--- src/srtf_pkg.sv ---
`timescale 1ns / 1ps
// ----------------------------------------------------------------------------
// srtf_pkg
// Shared types, field widths and codes for the SRTF tick scheduler.
// ----------------------------------------------------------------------------
package srtf_pkg;

   localparam int SLOTS_DEF     = 16;
   localparam int TIME_BITS_DEF = 16;

   localparam int ACTION_W  = 2;
   localparam int SLOT_W    = 4;
   localparam int BURST_W   = 12;
   localparam int ARRIVAL_W = 15;
   localparam int PRIO_W    = 4;
   localparam int RSP_W     = 16;

   localparam logic [ACTION_W-1:0] ACT_LOAD  = 2'd0;
   localparam logic [ACTION_W-1:0] ACT_TICK  = 2'd1;
   localparam logic [ACTION_W-1:0] ACT_CLEAR = 2'd2;

   typedef enum logic [4:0] {
      ST_IDLE = 5'b00001,
      ST_SCAN = 5'b00010,
      ST_LAST = 5'b00100,
      ST_CALC = 5'b01000,
      ST_FIN  = 5'b10000
   } state_type;

endpackage

--- src/srtf_tick_scheduler_top.sv ---
`timescale 1ns / 1ps
// ----------------------------------------------------------------------------
// srtf_tick_scheduler_top
// Preemptive shortest-remaining-time-first scheduler over a table of job slots.
// Load and clear take effect in the accept cycle; a tick holds busy while it
// makes one table read per slot through a single compare unit, then updates
// and finishes, its result strobed in the cycle after the finish state.
// Loads and clears one per cycle while idle; no request is taken while busy.
// Reset (synchronous) empties the table and zeroes time; the receiver cannot stall.
// ----------------------------------------------------------------------------
module srtf_tick_scheduler_top #(
   parameter int SLOTS     = srtf_pkg::SLOTS_DEF,
   parameter int TIME_BITS = srtf_pkg::TIME_BITS_DEF
) (
   input  logic                             clock,
   input  logic                             reset,
   input  logic                             start,
   output logic                             busy,
   input  logic [srtf_pkg::ACTION_W-1:0]    req_action,
   input  logic [srtf_pkg::SLOT_W-1:0]      req_slot,
   input  logic [srtf_pkg::BURST_W-1:0]     req_burst,
   input  logic [srtf_pkg::ARRIVAL_W-1:0]   req_arrival,
   input  logic [srtf_pkg::PRIO_W-1:0]      req_prio,
   output logic                             rsp_valid,
   output logic                             rsp_idle,
   output logic [srtf_pkg::SLOT_W-1:0]      rsp_ran_slot,
   output logic                             rsp_finished,
   output logic [srtf_pkg::RSP_W-1:0]       rsp_turnaround,
   output logic [srtf_pkg::RSP_W-1:0]       rsp_waiting,
   output logic                             rsp_all_done,
   output logic [srtf_pkg::RSP_W-1:0]       rsp_now
);
   import srtf_pkg::*;

   localparam int IDX_W = $clog2(SLOTS);
   // wide enough for time, arrival and any value that saturates to 16 bits
   localparam int CMP_W = (TIME_BITS > 17) ? TIME_BITS : 17;
   localparam logic [IDX_W-1:0] LAST_IDX = IDX_W'(SLOTS - 1);
   localparam logic [CMP_W-1:0] SAT_LIM  = CMP_W'(17'h0FFFF);

   // slot table
   logic [BURST_W-1:0]   burst_mem   [SLOTS];
   logic [ARRIVAL_W-1:0] arrival_mem [SLOTS];
   logic [PRIO_W-1:0]    prio_mem    [SLOTS];
   logic [BURST_W-1:0]   rem_mem     [SLOTS];

   state_type            state_ff, state_in;
   logic [SLOTS-1:0]     valid_ff, valid_in;
   logic [TIME_BITS-1:0] time_ff, time_in;
   logic [IDX_W-1:0]     addr_ff, addr_in;

   // registered read port
   logic [BURST_W-1:0]   rd_burst_ff;
   logic [ARRIVAL_W-1:0] rd_arrival_ff;
   logic [PRIO_W-1:0]    rd_prio_ff;
   logic [BURST_W-1:0]   rd_rem_ff;
   logic                 rd_valid_ff;
   logic [IDX_W-1:0]     cmp_idx_ff;
   logic                 cmp_vld_ff, cmp_vld_in;

   // running best candidate
   logic                 found_ff, found_in;
   logic [IDX_W-1:0]     best_idx_ff, best_idx_in;
   logic [BURST_W-1:0]   best_rem_ff, best_rem_in;
   logic [PRIO_W-1:0]    best_prio_ff, best_prio_in;
   logic [ARRIVAL_W-1:0] best_arrival_ff, best_arrival_in;
   logic [BURST_W-1:0]   best_burst_ff, best_burst_in;
   logic [1:0]           live_cnt_ff, live_cnt_in;

   logic                 fin_ff, fin_in;
   logic                 done_ff, done_in;
   logic [CMP_W-1:0]     turn_ff, turn_in;

   logic                 rsp_valid_ff, rsp_valid_in;
   logic                 rsp_idle_ff, rsp_idle_in;
   logic [SLOT_W-1:0]    rsp_ran_slot_ff, rsp_ran_slot_in;
   logic                 rsp_finished_ff, rsp_finished_in;
   logic [RSP_W-1:0]     rsp_turnaround_ff, rsp_turnaround_in;
   logic [RSP_W-1:0]     rsp_waiting_ff, rsp_waiting_in;
   logic                 rsp_all_done_ff, rsp_all_done_in;
   logic [RSP_W-1:0]     rsp_now_ff, rsp_now_in;

   logic                 accept;
   logic                 load_wr;
   logic [IDX_W-1:0]     load_idx;
   logic                 rem_dec_wr;
   logic                 live;
   logic                 eligible;
   logic                 better;
   logic [CMP_W-1:0]     wait_full;

   assign accept   = start && !busy;
   assign load_idx = IDX_W'(req_slot);
   assign load_wr  = accept && (req_action == ACT_LOAD) && (32'(req_slot) < SLOTS);

   assign live     = rd_valid_ff && (rd_rem_ff != '0);
   assign eligible = live && (CMP_W'(rd_arrival_ff) <= CMP_W'(time_ff));
   assign better   = !found_ff || (rd_rem_ff < best_rem_ff) ||
                     ((rd_rem_ff == best_rem_ff) && (rd_prio_ff < best_prio_ff));

   assign rem_dec_wr = (state_ff == ST_CALC) && found_ff;
   assign wait_full  = turn_ff - CMP_W'(best_burst_ff);

   always_comb begin
      state_in          = state_ff;
      valid_in          = valid_ff;
      time_in           = time_ff;
      addr_in           = addr_ff;
      cmp_vld_in        = (state_ff == ST_SCAN);
      found_in          = found_ff;
      best_idx_in       = best_idx_ff;
      best_rem_in       = best_rem_ff;
      best_prio_in      = best_prio_ff;
      best_arrival_in   = best_arrival_ff;
      best_burst_in     = best_burst_ff;
      live_cnt_in       = live_cnt_ff;
      fin_in            = fin_ff;
      done_in           = done_ff;
      turn_in           = turn_ff;
      rsp_valid_in      = 1'b0;
      rsp_idle_in       = rsp_idle_ff;
      rsp_ran_slot_in   = rsp_ran_slot_ff;
      rsp_finished_in   = rsp_finished_ff;
      rsp_turnaround_in = rsp_turnaround_ff;
      rsp_waiting_in    = rsp_waiting_ff;
      rsp_all_done_in   = rsp_all_done_ff;
      rsp_now_in        = rsp_now_ff;

      // fold one table entry per cycle into the best candidate
      if (cmp_vld_ff) begin
         if (live && (live_cnt_ff != 2'd2)) begin
            live_cnt_in = live_cnt_ff + 2'd1;
         end
         if (eligible && better) begin
            found_in        = 1'b1;
            best_idx_in     = cmp_idx_ff;
            best_rem_in     = rd_rem_ff;
            best_prio_in    = rd_prio_ff;
            best_arrival_in = rd_arrival_ff;
            best_burst_in   = rd_burst_ff;
         end
      end

      unique case (state_ff)
         ST_IDLE: begin
            if (accept) begin
               if (load_wr) begin
                  valid_in[load_idx] = 1'b1;
               end
               if (req_action == ACT_CLEAR) begin
                  valid_in = '0;
                  time_in  = '0;
               end
               if (req_action == ACT_TICK) begin
                  addr_in     = '0;
                  found_in    = 1'b0;
                  live_cnt_in = 2'd0;
                  state_in    = ST_SCAN;
               end
            end
         end
         ST_SCAN: begin
            addr_in = addr_ff + 1'b1;
            if (addr_ff == LAST_IDX) begin
               state_in = ST_LAST;
            end
         end
         ST_LAST: begin
            state_in = ST_CALC;
         end
         ST_CALC: begin
            if (time_ff != '1) begin
               time_in = time_ff + 1'b1;
            end
            fin_in  = found_ff && (best_rem_ff == BURST_W'(1));
            turn_in = CMP_W'(time_in) - CMP_W'(best_arrival_ff);
            // best job was live, so it alone leaves the table empty when it ends
            done_in = (live_cnt_ff == 2'd0) ||
                      (found_ff && (best_rem_ff == BURST_W'(1)) && (live_cnt_ff == 2'd1));
            state_in = ST_FIN;
         end
         ST_FIN: begin
            rsp_valid_in      = 1'b1;
            rsp_idle_in       = !found_ff;
            rsp_ran_slot_in   = found_ff ? SLOT_W'(best_idx_ff) : '0;
            rsp_finished_in   = fin_ff;
            rsp_turnaround_in = '0;
            rsp_waiting_in    = '0;
            if (fin_ff) begin
               rsp_turnaround_in = (turn_ff > SAT_LIM) ? '1 : RSP_W'(turn_ff);
               if (turn_ff >= CMP_W'(best_burst_ff)) begin
                  rsp_waiting_in = (wait_full > SAT_LIM) ? '1 : RSP_W'(wait_full);
               end
            end
            rsp_all_done_in = done_ff;
            rsp_now_in      = RSP_W'(time_ff);
            state_in        = ST_IDLE;
         end
         default: begin
            state_in = ST_IDLE;
         end
      endcase
   end

   // control state
   always_ff @(posedge clock) begin
      if (reset) begin
         state_ff     <= ST_IDLE;
         valid_ff     <= '0;
         time_ff      <= '0;
         cmp_vld_ff   <= 1'b0;
         rsp_valid_ff <= 1'b0;
      end else begin
         state_ff     <= state_in;
         valid_ff     <= valid_in;
         time_ff      <= time_in;
         cmp_vld_ff   <= cmp_vld_in;
         rsp_valid_ff <= rsp_valid_in;
      end
   end

   // datapath
   always_ff @(posedge clock) begin
      addr_ff           <= addr_in;
      found_ff          <= found_in;
      best_idx_ff       <= best_idx_in;
      best_rem_ff       <= best_rem_in;
      best_prio_ff      <= best_prio_in;
      best_arrival_ff   <= best_arrival_in;
      best_burst_ff     <= best_burst_in;
      live_cnt_ff       <= live_cnt_in;
      fin_ff            <= fin_in;
      done_ff           <= done_in;
      turn_ff           <= turn_in;
      rsp_idle_ff       <= rsp_idle_in;
      rsp_ran_slot_ff   <= rsp_ran_slot_in;
      rsp_finished_ff   <= rsp_finished_in;
      rsp_turnaround_ff <= rsp_turnaround_in;
      rsp_waiting_ff    <= rsp_waiting_in;
      rsp_all_done_ff   <= rsp_all_done_in;
      rsp_now_ff        <= rsp_now_in;
   end

   // table write port: load writes the whole entry, a tick decrements remaining
   always_ff @(posedge clock) begin
      if (load_wr) begin
         burst_mem[load_idx]   <= req_burst;
         arrival_mem[load_idx] <= req_arrival;
         prio_mem[load_idx]    <= req_prio;
         rem_mem[load_idx]     <= req_burst;
      end else if (rem_dec_wr) begin
         rem_mem[best_idx_ff]  <= best_rem_ff - 1'b1;
      end
   end

   // table read port, registered
   always_ff @(posedge clock) begin
      rd_burst_ff   <= burst_mem[addr_ff];
      rd_arrival_ff <= arrival_mem[addr_ff];
      rd_prio_ff    <= prio_mem[addr_ff];
      rd_rem_ff     <= rem_mem[addr_ff];
      rd_valid_ff   <= valid_ff[addr_ff];
      cmp_idx_ff    <= addr_ff;
   end

   assign busy           = (state_ff != ST_IDLE);
   assign rsp_valid      = rsp_valid_ff;
   assign rsp_idle       = rsp_idle_ff;
   assign rsp_ran_slot   = rsp_ran_slot_ff;
   assign rsp_finished   = rsp_finished_ff;
   assign rsp_turnaround = rsp_turnaround_ff;
   assign rsp_waiting    = rsp_waiting_ff;
   assign rsp_all_done   = rsp_all_done_ff;
   assign rsp_now        = rsp_now_ff;

endmodule

--- config.mk ---
export PLATFORM = sky130hd
export DESIGN_NAME = srtf_tick_scheduler_top
export DESIGN_NICKNAME = d
export VERILOG_FILES = /design/src/srtf_pkg.sv /design/src/srtf_tick_scheduler_top.sv
export SDC_FILE = /design/constraint.sdc
export NUM_CORES = 1
export LEC_CHECK = 0
export BUFFER_PORTS_ARGS = -buffer_cell sky130_fd_sc_hd__clkbuf_2
export CELL_PAD_IN_SITES_DETAIL_PLACEMENT = 0
export CELL_PAD_IN_SITES_GLOBAL_PLACEMENT = 1
export CORE_MARGIN = 1
export CORE_UTILIZATION = 53
export DETAILED_ROUTE_END_ITERATION = 12
export PLACE_DENSITY_LB_ADDON = 0.1
export SLEW_MARGIN = 20
export SYNTH_ARGS = -nofsm -noshare
export SYNTH_HDL_FRONTEND = slang
export SYNTH_SLANG_ARGS = --single-unit
export TNS_END_PERCENT = 1
--- constraint.sdc ---
create_clock -name clock -period 16 [get_ports clock]
set_clock_uncertainty 0.05 [all_clocks]
set_input_delay 2.4 -clock clock [delete_from_list [all_inputs] [get_ports clock]]
set_output_delay 2.4 -clock clock [all_outputs]
set_load 0.05 [all_outputs]
==> impl_metrics.ini <==
[clocking]
cts.sinks = 903
cts-root-buf = clkbuf_16
cts_tree = done
clk_latency_ns = 0.64
cts_setup_buffers = 0
clk_path_buf_depth = 3
cts_resized = 0
cts_hold_buf = 0
htreeDepth = 3
cts_buffers = 88
clk_pin_slew_ns = 0.06

[sta]
setup_tns_ns = 0
layout_min_cycle_time_ns = 4.61
rsz0062_at_grt = no
drv_slew = 0
hold_viol = 0
relSlewSlack = 0.254
fmax_mhz = 217
fin_hold_ws_ns = 0.352
period_share = 0.288
setup_viol = 0
worst_pin_slew_ns = 1.11

[power]
p_leak_uw = 0.0133
p_per_area_nw_per_um2 = 118
switching_share = 0.201
p_comb_frac = 0.028
pwr-share-seq = 0.543
switchingPower_uw = 958
p_int_uw = 3800
vdd_ir_drop_max_uv = 91.3
pwr-share-clk = 0.429

[global_routing]
overflow = 0
grt_max_degree = 141
grt_use_total = 0.235
antenna_found_initial = 2
grt_pass1_vias = 17900
grt_pass1_wl_mm = 116

[routing]
wl_per_cell_um = 26.6
totalWireLength_mm = 78.4
vias = 18000
drc = 0
routed_via_density = 6.11
ant_nets = 0
initialDrtViolationCount = 1936
firstDrtPassIters = 6

[critical_path]
cp.required_ns = 16.20
worst_path_dominant_cell_family = simple AND/OR/NAND/NOR gates
crit_buf_inv = 1
worstReg2RegStart = time_ff[0]$_SDFFE_PP0P_
crit_path_start_kind = input port
crit_chain = clkbuf_2 -> and4b_1 -> and2_1 -> a22o_1 -> o21ai_0 -> nor2_1
crit_fanout = 14
worstSetupEndpointType = flip-flop
ff2ff_path_depth = 12
cp_num_cells = 6
ff2ff_setup_slack_ns = 11.70
slowest_delay_ns = 0.96
cp_slowest_cell = nor2_1
timing.rr.end = turn_ff[15]$_DFFE_PN_
arrival_ns = 4.80
worstSetupPathType = in2reg

[layout]
nFillCells = 4775
antenna_cells = 0
area_delta_synth_final_pct = 12.5
final_area_um2 = 40300
nets = 2113
layout-drive-gt1-share = 0.241
final_util = 0.608

[synthesis]
netlist_area_um2 = 35800
synthTopCellsByArea = edfxtp_1 (68%), mux4_2 (14%), dfxtp_1 (5.0%)
synthFlopType = edfxtp_1
async_reset_ff_frac = 0
yosys-top-cells-count = edfxtp_1 (813), mux4_2 (220), nor2_1 (98)
ys_types = 75
yosysTopAreaCell = edfxtp_1
synth_nets = 1978
synth_area_per_cell_um2 = 19.1
yosys_warnings = 0
yosysSeqAreaShare = 0.731
syn_inst = 1872
synth_top_cell_area_share = 0.681
synth-seq-cells = 903
synth_most_common_cell = edfxtp_1
synth_edf_count = 813

[hold_path]
hold_class = reg2reg
holdCritStartpoint = rd_burst_ff[11]$_DFF_P_
hold_end = best_burst_ff[11]$_DFFE_PP_
min_path_cells = 0

[run_status]
status = completed

[floorplan]
core_area_um2 = 66300
io_pins = 97
initial_core_util = 0.540
std_cell_rows = 94
dieArea_um2 = 68700
fp.dieH_um = 262
die_w_um = 262

[placed_design]
hpwl_mm = 52.1
io_buffers = 96
gp_congestion = 0.826
place_area_um2 = 37400

[job]
max_cap_violations = 0
## state kept, by name (all words and copies together) (netlist names), 16 cells and up
register	count
arrival_mem	240
burst_mem	192
rem_mem	192
prio_mem	64
turn_ff	17
rsp_now	16
rsp_turnaround	16
rsp_waiting	16
time_ff	16
valid_ff	16
## layout make-up
class	count	area [um^2]	area share
Clock buffer	119	2390	0.0592
Clock inverter	46	457	0.0113
Inverter	84	315	0.00782
Multi-Input combinational cell	810	9170	0.227
Sequential cell	903	26200	0.650
Tap cell	864	1080	0.0268
Timing Repair Buffer	120	711	0.0176
## worst max-delay path by stage
stage	slack (ns)	to	startpoint
2_1_floorplan	10.08	best_arrival_ff[0]$_DFFE_PP_	time_ff[12]$_SDFFE_PP0P_
3_3_place_gp	10.89	rem_mem[15][0]$_DFFE_PP_	req_action[0]
3_5_place_dp	10.83	rem_mem[15][4]$_DFFE_PP_	req_action[0]
4_1_cts	11.47	rem_mem[15][4]$_DFFE_PP_	req_action[0]
5_1_grt	11.28	rem_mem[11][2]$_DFFE_PP_	req_action[0]
6_report	11.39	rem_mem[11][2]$_DFFE_PP_	req_action[0]
## power groups by stage
stage	Combinational [uW]	Sequential (uW)	Clock, uW
floorplan	69.4	2630	0
global placement	131	2630	0
detailed placement	134	2640	0
CTS	135	2590	2080
global route	144	2580	2160
finish	134	2590	2040
## cells in the final DEF, fill, tap and decap left out, types with 14 or more instances in the layout
cell       instances
a21o_1            17
a21oi_1           66
a31oi_1           14
and2_1            14
buf_4             20
clkbuf_1          25
clkbuf_16         89
clkbuf_2          96
clkinv_1          21
dfxtp_1           90
edfxtp_1         813
ha_1              64
inv_1             83
mux4_2           220
nand2_1           39
nand4_1           16
nor2_1            75
nor2_4            16
nor2b_1           15
nor3_1            15
o21a_1            21
o21ai_0           40
xnor2_1           36
## cell families after synthesis
logic type | after synthesis | share of synthesized area
compound gates | 208 | 0.0381
xor+xnor | 48 | 0.0117
fa+ha+maj | 66 | 0.0235
buf+inv | 159 | 0.0176
flops | 903 | 0.731
mux | 225 | 0.140
simple gates | 263 | 0.0380
## worst register-to-register path: stages (launching register included)
cell and delay, ns:
dfxtp_1 0.55, ha_1 0.26, nand2_1 0.12, nor4_4 0.53, nand4_4 0.27, mux2_4 0.41
ha_1 0.27, nor2b_1 0.14, o211a_1 0.24, or4_1 0.54, a21o_1 0.21, a311oi_1 0.35
xnor2_1 0.11
## layer usage
metal  up-vias  share of wire  track usage  routed length, um
met4         0          0.016       0.0557               1280
met1      9398           0.46        0.374              35900
met2       689           0.44        0.334              34700
met5         -              0            0                  0
li1       7830              -            -                  -
met3        90          0.083       0.0491               6520
## stage by stage
| stage | power, uW | worst slack, ns | std cells |
|---|---|---|---|
| 6_report | 4760 | 11.39 | 2946 |
| 5_1_grt | 4890 | 11.28 | 2946 |
| 4_1_cts | 4800 | 11.47 | 2944 |
| 3_5_place_dp | 2770 | 10.83 | 2779 |
| 3_3_place_gp | 2770 | 10.89 | 2779 |
| 2_1_floorplan | 2700 | 10.08 | 1872 |
(Power assumes the default switching activity.)
